File: config.mk
export PLATFORM = sky130hd
export DESIGN_NAME = lbc_scan
export DESIGN_NICKNAME = d
export VERILOG_FILES = /design/src/sv/lbc_pkg.sv /design/src/sv/lbc_scan.sv
export SDC_FILE = /design/constraint.sdc
export NUM_CORES = 1
export LEC_CHECK = 0
export BUFFER_PORTS_ARGS = -buffer_cell sky130_fd_sc_hd__clkbuf_2
export CORE_AREA = 2 2 121 123
export CTS_BUF_LIST = sky130_fd_sc_hd__clkbuf_16
export CTS_CLUSTER_DIAMETER = 80
export DETAILED_ROUTE_END_ITERATION = 8
export DIE_AREA = 0 0 123 125
export GPL_TIMING_DRIVEN = 1
export PLACE_DENSITY = 0.79
export SETUP_SLACK_MARGIN = 0.05
export SLEW_MARGIN = 20
export SYNTH_ARGS = -nofsm -noshare
export SYNTH_HDL_FRONTEND = slang
export SYNTH_SLANG_ARGS = --single-unit
File: constraint.sdc
create_clock -name clk -period 4.6 [get_ports clk]
set_input_delay 0.46 -clock clk [delete_from_list [all_inputs] [get_ports clk]]
set_output_delay 0.46 -clock clk [all_outputs]
set_load 0.01 [all_outputs]
File: src/sv/lbc_pkg.sv
// Shared types and constants for the LRU block cache.
// Used by lbc_scan and lru_block_cache; depends on nothing else.
package lbc_pkg;

    // Default geometry, handed down as module parameter defaults.
    localparam int ENTRIES_DEF = 64;
    localparam int WORDS_DEF   = 16;

    // Fixed field widths.
    localparam int KEY_W   = 64;
    localparam int WORD_W  = 64;
    localparam int STAMP_W = 32;
    localparam int CFG_W   = 7;

    // Slot count register value after reset, clamped to ENTRIES.
    localparam logic [CFG_W-1:0] CFG_RESET = 7'd64;

    // Request command codes.
    localparam logic CMD_GET = 1'b0;
    localparam logic CMD_PUT = 1'b1;

    // Result kinds.
    typedef enum logic [1:0] {
        KIND_HIT      = 2'd0,
        KIND_MISS     = 2'd1,
        KIND_PUT_DONE = 2'd2
    } kind_t;

    // Top-level sequencer states.
    typedef enum logic [2:0] {
        ST_CLEAR,
        ST_IDLE,
        ST_SCAN,
        ST_GET_RD,
        ST_GET_LD,
        ST_RESP
    } state_t;

    // One entry of the tag memory.
    typedef struct packed {
        logic               valid;
        logic [KEY_W-1:0]   node;
        logic [KEY_W-1:0]   block;
        logic [STAMP_W-1:0] stamp;
    } tag_t;

    // Outcome of a tag search.
    typedef struct packed {
        logic done;
        logic hit;
    } scan_res_t;

endpackage

File: src/sv/lbc_scan.sv
// Tag search sequencer: walks the enabled slots through the tag memory read port
// and picks a hit, the lowest empty slot or the oldest slot. Depends on lbc_pkg.
module lbc_scan
    import lbc_pkg::*;
#(
    parameter int ENTRIES = ENTRIES_DEF,
    localparam int IW = $clog2(ENTRIES)
)
(
    input  logic             clk,
    input  logic             rst_n,
    input  logic             start,
    input  logic [KEY_W-1:0] key_node,
    input  logic [KEY_W-1:0] key_block,
    input  logic [IW-1:0]    n_last,
    input  tag_t             rd_data,
    output logic             rd_en,
    output logic [IW-1:0]    rd_addr,
    output scan_res_t        res,
    output logic [IW-1:0]    slot
);

    logic               active_reg, active_next;
    logic [IW-1:0]      issue_reg, issue_next;
    logic               issue_done_reg, issue_done_next;
    logic               cmp_valid_reg, cmp_valid_next;
    logic [IW-1:0]      cmp_idx_reg, cmp_idx_next;
    logic               empty_found_reg, empty_found_next;
    logic [IW-1:0]      empty_idx_reg, empty_idx_next;
    logic [IW-1:0]      oldest_idx_reg, oldest_idx_next;
    logic [STAMP_W-1:0] oldest_stamp_reg, oldest_stamp_next;

    logic hit_now;
    logic empty_now;
    logic older_now;

    // Compare stage: the tag read last cycle is checked against the key.
    always_comb
    begin
        hit_now   = cmp_valid_reg && rd_data.valid &&
                    (rd_data.node == key_node) && (rd_data.block == key_block);
        empty_now = cmp_valid_reg && !rd_data.valid;
        older_now = cmp_valid_reg &&
                    ((cmp_idx_reg == '0) || (rd_data.stamp < oldest_stamp_reg));

        res.done = active_reg && cmp_valid_reg && (hit_now || (cmp_idx_reg == n_last));
        res.hit  = hit_now;

        // A key match wins, then the lowest empty slot, then the oldest stamp.
        if (hit_now)
        begin
            slot = cmp_idx_reg;
        end
        else if (empty_found_reg)
        begin
            slot = empty_idx_reg;
        end
        else if (empty_now || older_now)
        begin
            slot = cmp_idx_reg;
        end
        else
        begin
            slot = oldest_idx_reg;
        end

        rd_en   = active_reg && !issue_done_reg;
        rd_addr = issue_reg;
    end

    // Issue counter and running records.
    always_comb
    begin
        active_next       = active_reg;
        issue_next        = issue_reg;
        issue_done_next   = issue_done_reg;
        cmp_valid_next    = cmp_valid_reg;
        cmp_idx_next      = cmp_idx_reg;
        empty_found_next  = empty_found_reg;
        empty_idx_next    = empty_idx_reg;
        oldest_idx_next   = oldest_idx_reg;
        oldest_stamp_next = oldest_stamp_reg;

        if (start)
        begin
            active_next      = 1'b1;
            issue_next       = '0;
            issue_done_next  = 1'b0;
            cmp_valid_next   = 1'b0;
            empty_found_next = 1'b0;
        end
        else if (active_reg)
        begin
            cmp_valid_next = rd_en;
            cmp_idx_next   = issue_reg;
            if (rd_en)
            begin
                issue_next = issue_reg + IW'(1);
                if (issue_reg == n_last)
                begin
                    issue_done_next = 1'b1;
                end
            end
            if (empty_now && !empty_found_reg)
            begin
                empty_found_next = 1'b1;
                empty_idx_next   = cmp_idx_reg;
            end
            if (older_now)
            begin
                oldest_idx_next   = cmp_idx_reg;
                oldest_stamp_next = rd_data.stamp;
            end
            if (res.done)
            begin
                active_next    = 1'b0;
                cmp_valid_next = 1'b0;
            end
        end
    end

    always_ff @(posedge clk or negedge rst_n)
    begin
        if (!rst_n)
        begin
            active_reg      <= 1'b0;
            issue_reg       <= '0;
            issue_done_reg  <= 1'b0;
            cmp_valid_reg   <= 1'b0;
            empty_found_reg <= 1'b0;
        end
        else
        begin
            active_reg      <= active_next;
            issue_reg       <= issue_next;
            issue_done_reg  <= issue_done_next;
            cmp_valid_reg   <= cmp_valid_next;
            empty_found_reg <= empty_found_next;
        end
    end

    // Record payloads carry no reset.
    always_ff @(posedge clk)
    begin
        cmp_idx_reg      <= cmp_idx_next;
        empty_idx_reg    <= empty_idx_next;
        oldest_idx_reg   <= oldest_idx_next;
        oldest_stamp_reg <= oldest_stamp_next;
    end

    // The chosen slot always lies among the enabled slots.
    assert property (@(posedge clk) disable iff (!rst_n)
        res.done |-> (slot <= n_last))
        else $error("scan chose a slot beyond the enabled range");

    // The compare stage only runs while a search is active.
    assert property (@(posedge clk) disable iff (!rst_n)
        cmp_valid_reg |-> active_reg)
        else $error("tag compare outside an active search");

    // A key match always ends the search.
    assert property (@(posedge clk) disable iff (!rst_n)
        res.hit |-> res.done)
        else $error("tag match did not end the search");

endmodule

# Word level (Yosys, flattened, before mapping)
# Cells that the tools add are included.
dict set report word_totals {
  register_bits 60
  latch_bits 0
  mem_count 0
  ram_bits 0
  mem_bits_ro 0
  in_bits 298
}
dict set report classes {
  shifts 0
  eq_ne 4
  magnitude_cmp 1
  n_mux 19
  add_sub_neg 1
  reduce_logical 26
  n_div 0
  mul 0
  bitwise 1
}
# cell n
set op_table {}
lappend op_table {{$eq 64x64->1} 2}
lappend op_table {{$mux 6} 6}
lappend op_table {{$lt 32x32->1} 1}
lappend op_table {{$mux 1} 13}
lappend op_table {{$eq 6x6->1} 2}
lappend op_table {{$logic_and 1x1->1} 9}
lappend op_table {{$reduce_and 3->1} 3}
lappend op_table {{$reduce_bool 2->1} 4}
lappend op_table {{$add 6x1->6 const B} 1}
lappend op_table {{$logic_not 6->1} 1}
lappend op_table {{$reduce_and 2->1} 3}
lappend op_table {{$logic_not 1->1} 3}
lappend op_table {{$logic_or 1x1->1} 3}
lappend op_table {{$not 1->1} 1}

# Longest topological paths before layout
# Gate-level depths: netlist of run 1.
dict set report depth {
  depth_word 8
  ltp_mapped 9
}

# Least setup slack after synthesis of run 1
# Ideal clock, no wire load.
dict set report synth_path {
  kind {in2reg}
  start {input port rd_data[6] (netlist name)}
  end {register oldest_idx_reg[0] (enable)}
  path_buffers 0
  t_arrival_ns 4.387
  setup_slack_ns -0.278
  stages 8
  path_cell_list {ha_1 a21o_1 a211oi_1 o21a_1 o21ai_0 nand2_1 nand3_1 a211oi_1}
}
dict set report synth_between {
  elab_chain_len 4
}
# item line_no
set synth_lines {}
lappend synth_lines {{start, declared} lbc_scan.sv:16} ;# input tag_t rd_data,
lappend synth_lines {{$lt 32x32->1} lbc_scan.sv:44} ;# ((cmp_idx_reg == '0) || (rd_data.stamp < oldest_stamp_reg));
lappend synth_lines {{$logic_or 1x1->1} lbc_scan.sv:44}
lappend synth_lines {{$logic_and 1x1->1} lbc_scan.sv:43} ;# older_now = cmp_valid_reg &&
lappend synth_lines {{$reduce_and 3->1 (no line)} n/a}
lappend synth_lines {{end signal, assigned} lbc_scan.sv:147} ;# oldest_idx_reg <= oldest_idx_next;
lappend synth_lines {{end, declared} lbc_scan.sv:30} ;# logic [IW-1:0] oldest_idx_reg, oldest_idx_next;
# No other way between the ends.
# A chain may end at the register's enable or synchronous reset.

# Worst setup path in the final report of run 1
dict set report layout_path {
  start {register oldest_stamp_reg[17]}
  end {output port slot[0]}
}
dict set report layout_between {
  elab_chain_len 7
}
# item line_no
set layout_lines {}
lappend layout_lines {{start, declared} lbc_scan.sv:31} ;# logic [STAMP_W-1:0] oldest_stamp_reg, oldest_stamp_next;
lappend layout_lines {{start signal, assigned} lbc_scan.sv:148} ;# oldest_stamp_reg <= oldest_stamp_next;
lappend layout_lines {{$lt 32x32->1} lbc_scan.sv:44}
lappend layout_lines {{$logic_or 1x1->1} lbc_scan.sv:44}
lappend layout_lines {{$logic_and 1x1->1} lbc_scan.sv:43}
lappend layout_lines {{$logic_or 1x1->1} lbc_scan.sv:58} ;# else if (empty_now || older_now)
lappend layout_lines {{$mux 6} lbc_scan.sv:58}
lappend layout_lines {{$mux 6} lbc_scan.sv:54} ;# else if (empty_found_reg)
lappend layout_lines {{$mux 6} lbc_scan.sv:50} ;# if (hit_now)
lappend layout_lines {{end, declared} lbc_scan.sv:20} ;# output logic [IW-1:0] slot
# No other way between the ends.

==> impl_metrics.json, run 1 <==
{
  "outcome": "finished clean",
  "cp.arrival_ns": 2.94,
  "fmax_mhz": 295,
  "setup_tns_ns": 0,
  "io_pins": 313,
  "grt_start_max_net_pins": 39,
  "ys_types": 46,
  "cts.sinks": 60,
  "cts_buffer_depth": 2,
  "ctsHtreeMaxLevel": 3,
  "swShare_pct": 27.9,
  "rsz0062_at_grt": "no",
  "drtAntennaViolNets": 0,
  "ys.flop_type": "edfxtp_1",
  "placed_cells": 1053,
  "internal-power_mw": 1.30,
  "final_cell_mix": "clkbuf_2 (312), inv_1 (56), nand2b_1 (52), xor2_1 (51), edfxtp_1 (50)",
  "post_drt_wl_per_cell_um": 18.3,
  "avgSynthCellArea_sq_um": 9.31,
  "drv_cap": 0,
  "critPathCaptureType": "primary output",
  "crit_chain": "inv_1, ha_1, a21oi_1, o21ai_0, a221oi_1, a21oi_1, a2111oi_1, a21oi_2, mux2_4, clkbuf_2",
  "cp-start-kind": "flop",
  "skew_ns": 0.00803,
  "fin_crit_sh_pct": 73.8,
  "grt_pass1_vias": 5861,
  "slew_violations": 0,
  "cts-buffers-inserted": 9,
  "period_needed_ns": 3.40,
  "yosysSeqAreaShare_pct": 33.6,
  "largest_reg_flops": 32,
  "crit_type": "reg -> out",
  "wl_um": 19600,
  "ir_drop_mv": 0.158,
  "critPathLaunch": "oldest_stamp_reg[17]",
  "synth_nets": 890,
  "cp_max_fo": 6,
  "cts_tree": "built",
  "grt_pass1_wl_um": 29400,
  "gp_congestion": 0.965,
  "insertion_delay_ns": 0.32,
  "max-slew-margin-rel_pct": 50.5,
  "p_switching_mw": 0.501,
  "max_stage_delay_ns": 0.49,
  "layout_commonest_cell": "clkbuf_2",
  "die_w_um": 123,
  "vias": 5468,
  "seqPwrFrac_pct": 36.6,
  "finalHoldViolCount": 0,
  "nets": 1211,
  "fin_cells": 1072,
  "antenna_found_initial": 3,
  "netlist_instances": 560,
  "area_growth_pct": 40.3,
  "die_h_um": 125,
  "place_hpwl_um": 17700,
  "min_from": "rd_data[29]",
  "clk_pin_slew_ns": 0.05,
  "rows": 44,
  "grt_overflow": 0,
  "root_buffer": "clkbuf_16",
  "worst_pin_slew_ns": 0.736,
  "viasPerCell": 5.10,
  "core_region_area_sq_um": 14200,
  "ys_seq_elements": 60,
  "start_util_pct": 36.7,
  "cellPowerDensity_nw_per_um2": 246,
  "die-area_sq_um": 15400,
  "cpMostUsedCell": "a21oi_1",
  "portBuffers": 312,
  "required_ns": 4.14,
  "ys_warn_count": 0,
  "drt_first_iter_violations": 197,
  "hold_path.class": "in -> reg",
  "grt_usage_pct": 25.3,
  "synth-edff-count": 50,
  "cts_resized": 0,
  "firstDrtPassIters": 4,
  "synthArstFlopShare_pct": 16.7,
  "finalSetupViolCount": 0,
  "syn_area_sq_um": 5220,
  "combPwrFrac_pct": 28.2,
  "critical_path.slowest_cell": "a2111oi_1",
  "drcViolationCount": 0,
  "drive_above_1_share_pct": 38.9,
  "p_clk_share_pct": 35.2,
  "timing.rr.start": "oldest_stamp_reg[1]",
  "total_leakage_power_nw": 3.53
}
[logic make-up after synthesis]
| kind of cell | count (synthesis) | share of synthesized area, % |
|---|---|---|
| AND/OR/NAND/NOR | 250 | 28.6 |
| AO/OA/AOI/OAI | 62 | 8.47 |
| flip-flops | 60 | 33.6 |
| multiplexers | 13 | 3.21 |
| buffers and inverters | 59 | 4.32 |
| XOR/XNOR | 84 | 14.1 |
| adder cells (fa/ha/maj) | 32 | 7.68 |
[synthesized netlist by cell type (all sizes together) (17+ instances only)]
cell / instances / share of area (%)
xnor2: 33 / 5.5
nand2: 26 / 1.9
inv: 55 / 4.0
nor2b: 49 / 5.9
edfxtp: 50 / 29
ha: 32 / 7.7
a21oi: 17 / 1.7
nor2: 17 / 1.2
nand2b: 52 / 6.2
xor2: 51 / 8.6
nand4: 36 / 4.3
nor4: 32 / 4.1
[worst max-delay path, delay by kind of cell (launching register included)]
| kind | cells | cell delay (ns) |
|---|---|---|
| compound gates | 6 | 1.47 |
| flops | 1 | 0.37 |
| mux | 1 | 0.35 |
| fa+ha+maj | 1 | 0.23 |
| buf+inv | 2 | 0.20 |
[cell type report]
cell class | count | area, sq um
fill | 1362 | 6890
multi-input combinational | 441 | 3260
sequential | 60 | 1750
timing repair buffer | 314 | 1580
tap | 184 | 230
clock buffer | 9 | 225
inverter | 55 | 206
clock inverter | 7 | 60.1
antenna | 2 | 5.00
[worst paths after layout]
check                      cells after the start              endpoint  slack (ns)
min                                            1  oldest_stamp_reg[29]        0.33
min in group asynchronous                      2            rd_addr[5]        0.55
max in group asynchronous                      2        issue_done_reg        3.85
max                                           10               slot[0]        1.20
max reg2reg                                    9  oldest_stamp_reg[13]        1.90
min reg2reg                                    0        cmp_idx_reg[5]        0.56
[per-stage QoR]
| stage | hold WS [ns] | power, mW | area, sq um | setup slack (ns) | utilization, % |
|---|---|---|---|---|---|
| after floorplan | 0.164 | 0.920 | 5220 | 1.02 | - |
| after global placement | 0.332 | 1.16 | 7010 | 1.40 | 49.3 |
| after detailed placement | 0.338 | 1.17 | 7010 | 1.29 | 49.3 |
| after CTS | 0.323 | 1.81 | 7300 | 1.16 | 51.4 |
| after global routing | 0.326 | 1.89 | 7310 | 0.976 | 51.5 |
| final | 0.334 | 1.80 | 7310 | 1.20 | 51.5 |
[what timing repair did]
action,in CTS,in global routing
endpoints found under the hold margin,10,0
hold buffers,1,0
setup buffers,0,0
[layer usage]
layer  global-route usage [%]  wire length [um]
met5                        0                15
met4                     9.56               688
met3                     9.58              1920
met2                     45.2              9900
met1                     26.5              7080
[power groups by stage]
stage / clock network (mW) / registers (mW) / logic, mW
CTS: 0.645 / 0.658 / 0.507
finish: 0.632 / 0.658 / 0.507
detailed placement: 0 / 0.668 / 0.504
global route: 0.669 / 0.661 / 0.559
floorplan: 0 / 0.661 / 0.259
global placement: 0 / 0.667 / 0.493
Power figures use the tool's default switching activity.
==> inputs of run 2 (changes only) <==
--- a/config.mk
+++ b/config.mk
@@ -5,14 +5,15 @@
 export SDC_FILE = /design/constraint.sdc
 export NUM_CORES = 1
 export LEC_CHECK = 0
+export ABC_AREA = 1
 export BUFFER_PORTS_ARGS = -buffer_cell sky130_fd_sc_hd__clkbuf_2
-export CORE_AREA = 2 2 121 123
+export CORE_AREA = 2 2 110 139
 export CTS_BUF_LIST = sky130_fd_sc_hd__clkbuf_16
 export CTS_CLUSTER_DIAMETER = 80
 export DETAILED_ROUTE_END_ITERATION = 8
-export DIE_AREA = 0 0 123 125
+export DIE_AREA = 0 0 112 141
 export GPL_TIMING_DRIVEN = 1
-export PLACE_DENSITY = 0.79
+export PLACE_DENSITY = 0.84
 export SETUP_SLACK_MARGIN = 0.05
 export SLEW_MARGIN = 20
 export SYNTH_ARGS = -nofsm -noshare
==> constraint.sdc (replaced) <==
create_clock -name clk -period 3 [get_ports clk]
set_input_delay 0.3 -clock clk [delete_from_list [all_inputs] [get_ports clk]]
set_output_delay 0.3 -clock clk [all_outputs]
set_load 0.01 [all_outputs]
==> impl_metrics.json, run 2 <==
{
  "outcome": "finished clean",
  "placed_cells": 1433,
  "yosysSeqAreaShare_pct": 28.7,
  "ys_seq_elements": 60,
  "ctsHtreeMaxLevel": 3,
  "ys_types": 33,
  "timing.rr.start": "oldest_stamp_reg[27]",
  "viasPerCell": 5.10,
  "rows": 50,
  "largest_reg_flops": 32,
  "fillers": 1456,
  "cts_buffer_depth": 2,
  "yosysMostFrequentCell": "nand2_1",
  "ir_drop_mv": 0.776,
  "grt_start_max_net_pins": 25,
  "wl_um": 26100,
  "postCtsSetupRepairBufs": 0,
  "combPwrFrac_pct": 28.8,
  "synthArstFlopShare_pct": 16.7,
  "critPathLaunch": "oldest_stamp_reg[27]",
  "start_util_pct": 41.6,
  "synth-adder-area-share_pct": 6.57,
  "drv_cap": 0,
  "crit_chain": "inv_1, ha_1, a21oi_2, o21ai_1, nand2_1, nand3_1, a21oi_1, nand2_1, nand2_1, nand2_1, nand2_1, nand2_4, nand2_4, nand2_1, nand2_1, clkbuf_2",
  "netlist_instances": 938,
  "synth-edff-count": 50,
  "crit_type": "reg -> out",
  "yosys.area_share.simple_pct": 43.9,
  "stdcell_area_sq_um": 8280,
  "core_region_area_sq_um": 14600,
  "synth_nets": 1268,
  "worst_pin_slew_ns": 0.518,
  "min_from": "rd_data[25]",
  "finalSetupViolCount": 0,
  "post_drt_wl_per_cell_um": 18.0,
  "nets": 1593,
  "gp_congestion": 1.07,
  "timing.hold.ws_ns": 0.155,
  "slew_violations": 0,
  "cp_max_fo": 7,
  "hold_path.class": "in -> reg",
  "syn_area_sq_um": 6100,
  "grt_pass1_wl_um": 39200,
  "critical_path.slowest_cell": "edfxtp_1",
  "required_ns": 2.70,
  "yosysTopAreaCell": "edfxtp_1",
  "place_hpwl_um": 22900,
  "drt_first_iter_violations": 654,
  "ys_warn_count": 0,
  "cts.sinks": 60,
  "critPathCaptureType": "primary output",
  "netlist.area_leader.share_pct": 24.6,
  "clk_pin_slew_ns": 0.06,
  "cellPowerDensity_nw_per_um2": 368,
  "fin_cells": 1453,
  "portBuffers": 312,
  "grt_pass1_vias": 7514,
  "fin_crit_sh_pct": 93.3,
  "setup_tns_ns": 0,
  "die_h_um": 141,
  "die-area_sq_um": 15800,
  "internal-power_mw": 2.13,
  "vias": 7417,
  "rsz0062_at_grt": "no",
  "synth_top_family_by_area": "simple AND/OR/NAND/NOR gates",
  "root_buffer": "clkbuf_16",
  "seqPwrFrac_pct": 32.3,
  "finalHoldViolCount": 0,
  "synthMuxAreaShare_pct": 0,
  "cts-buffers-inserted": 9,
  "final_cell_mix": "clkbuf_2 (312), nand2_1 (246), inv_1 (189), nor2_1 (108), or2_2 (73)",
  "place_area_sq_um": 7900,
  "netlist_top_cells_area": "edfxtp_1 (25%), nand2_1 (15%), inv_1 (12%), or2_2 (7.5%), nand4_1 (7.2%)",
  "drcViolationCount": 0,
  "area_growth_pct": 35.8,
  "period_needed_ns": 2.80,
  "synthTopCellsByCount": "nand2_1 (246), inv_1 (189), nor2_1 (109)",
  "layout_commonest_cell": "clkbuf_2",
  "cpMostUsedCell": "nand2_1",
  "total_leakage_power_nw": 4.72,
  "rrSetupSlack_ns": 0.68,
  "firstDrtPassIters": 5,
  "grt_usage_pct": 32.5,
  "ys.flop_type": "edfxtp_1",
  "fmax_mhz": 357,
  "drtAntennaViolNets": 0,
  "max-slew-margin-rel_pct": 65.2,
  "swShare_pct": 30.1,
  "grt_overflow": 0,
  "antenna_found_initial": 2,
  "cts_tree": "built",
  "p_clk_share_pct": 39.0,
  "p_switching_mw": 0.915,
  "avgSynthCellArea_sq_um": 6.50,
  "synth-xor-area-share_pct": 4.60,
  "drive_above_1_share_pct": 32.6,
  "synth_compound_area_share_pct": 4.31,
  "insertion_delay_ns": 0.34,
  "cp-start-kind": "flop",
  "max_stage_delay_ns": 0.36,
  "io_pins": 313,
  "die_w_um": 112,
  "skew_ns": 0.0127,
  "cp.arrival_ns": 2.50
}
## run 2: kinds of logic (layout without fill, tap and decap cells)
kind of cell | count (synthesis) | after routing
compound gates | 47 | 47
xor+xnor | 32 | 32
fa+ha+maj | 32 | 32
buf+inv | 192 | 522
flops | 60 | 60
other cells | 0 | 3
simple gates | 575 | 575
## run 2: area by class of cell
cell class                 instances  area, sq um  share of cell area [%]
clock inverter                     7          114                    1.38
multi-input combinational        686         3640                    44.0
inverter                         190          713                    8.62
timing repair buffer             316         1590                    19.3
tap                              182          228                    2.75
antenna                            3         7.51                  0.0907
clock buffer                       9          225                    2.72
sequential                        60         1750                    21.2
## run 2: path summary, 6_finish.rpt
| kind | endpoint | cells past startpoint |
|---|---|---|
| worst max-delay path | slot[5] | 16 |
| worst min-delay path | oldest_stamp_reg[25] | 1 |
| worst max register to register | oldest_stamp_reg[19] | 12 |
| worst min register to register | cmp_idx_reg[5] | 0 |
| min in group asynchronous | rd_addr[3] | 2 |
| max in group asynchronous | empty_found_reg | 2 |
## run 2: repair_timing
action / 4_1_cts / 5_1_grt
endpoints found under the hold margin: 10 / 0
endpoints found under the setup margin: 0 / 6
hold buffers: 1 / 0
resized for setup: 0 / 5
## run 2: power by group through the flow
stage          logic, mW  clock network (mW)  registers, mW
2_1_floorplan      0.431                   0          0.988
3_3_place_gp       0.827                   0          0.994
3_5_place_dp       0.846                   0          0.997
4_1_cts            0.859                1.19          0.981
5_1_grt            0.965                1.22          0.985
6_report           0.875                1.19          0.982
## run 2: critical path, delay by kind of cell, from the launching register on
| family | cells | cell delay (ns) |
|---|---|---|
| buf+inv | 2 | 0.20 |
| compound gates | 3 | 0.43 |
| fa+ha+maj | 1 | 0.25 |
| flops | 1 | 0.36 |
| simple gates | 10 | 0.90 |
## run 2: routing by layer
layer	global-route usage, %	share of wire (%)	routed length [um]	vias up
met1	38.4	39	10100	3277
li1	-	-	-	3676
met5	0	0	0	-
met4	10.8	3.7	968	0
met3	7.39	9.0	2340	58
met2	58.3	49	12700	406
## run 2: metrics by stage
step | power (mW) | utilization [%] | setup slack, ns
2_1_floorplan | 1.42 | - | 0.348
3_3_place_gp | 1.82 | 54.0 | 0.655
3_5_place_dp | 1.84 | 54.0 | 0.586
4_1_cts | 3.03 | 56.4 | 0.0877
5_1_grt | 3.17 | 56.5 | 0.0600
6_report | 3.04 | 56.5 | 0.200
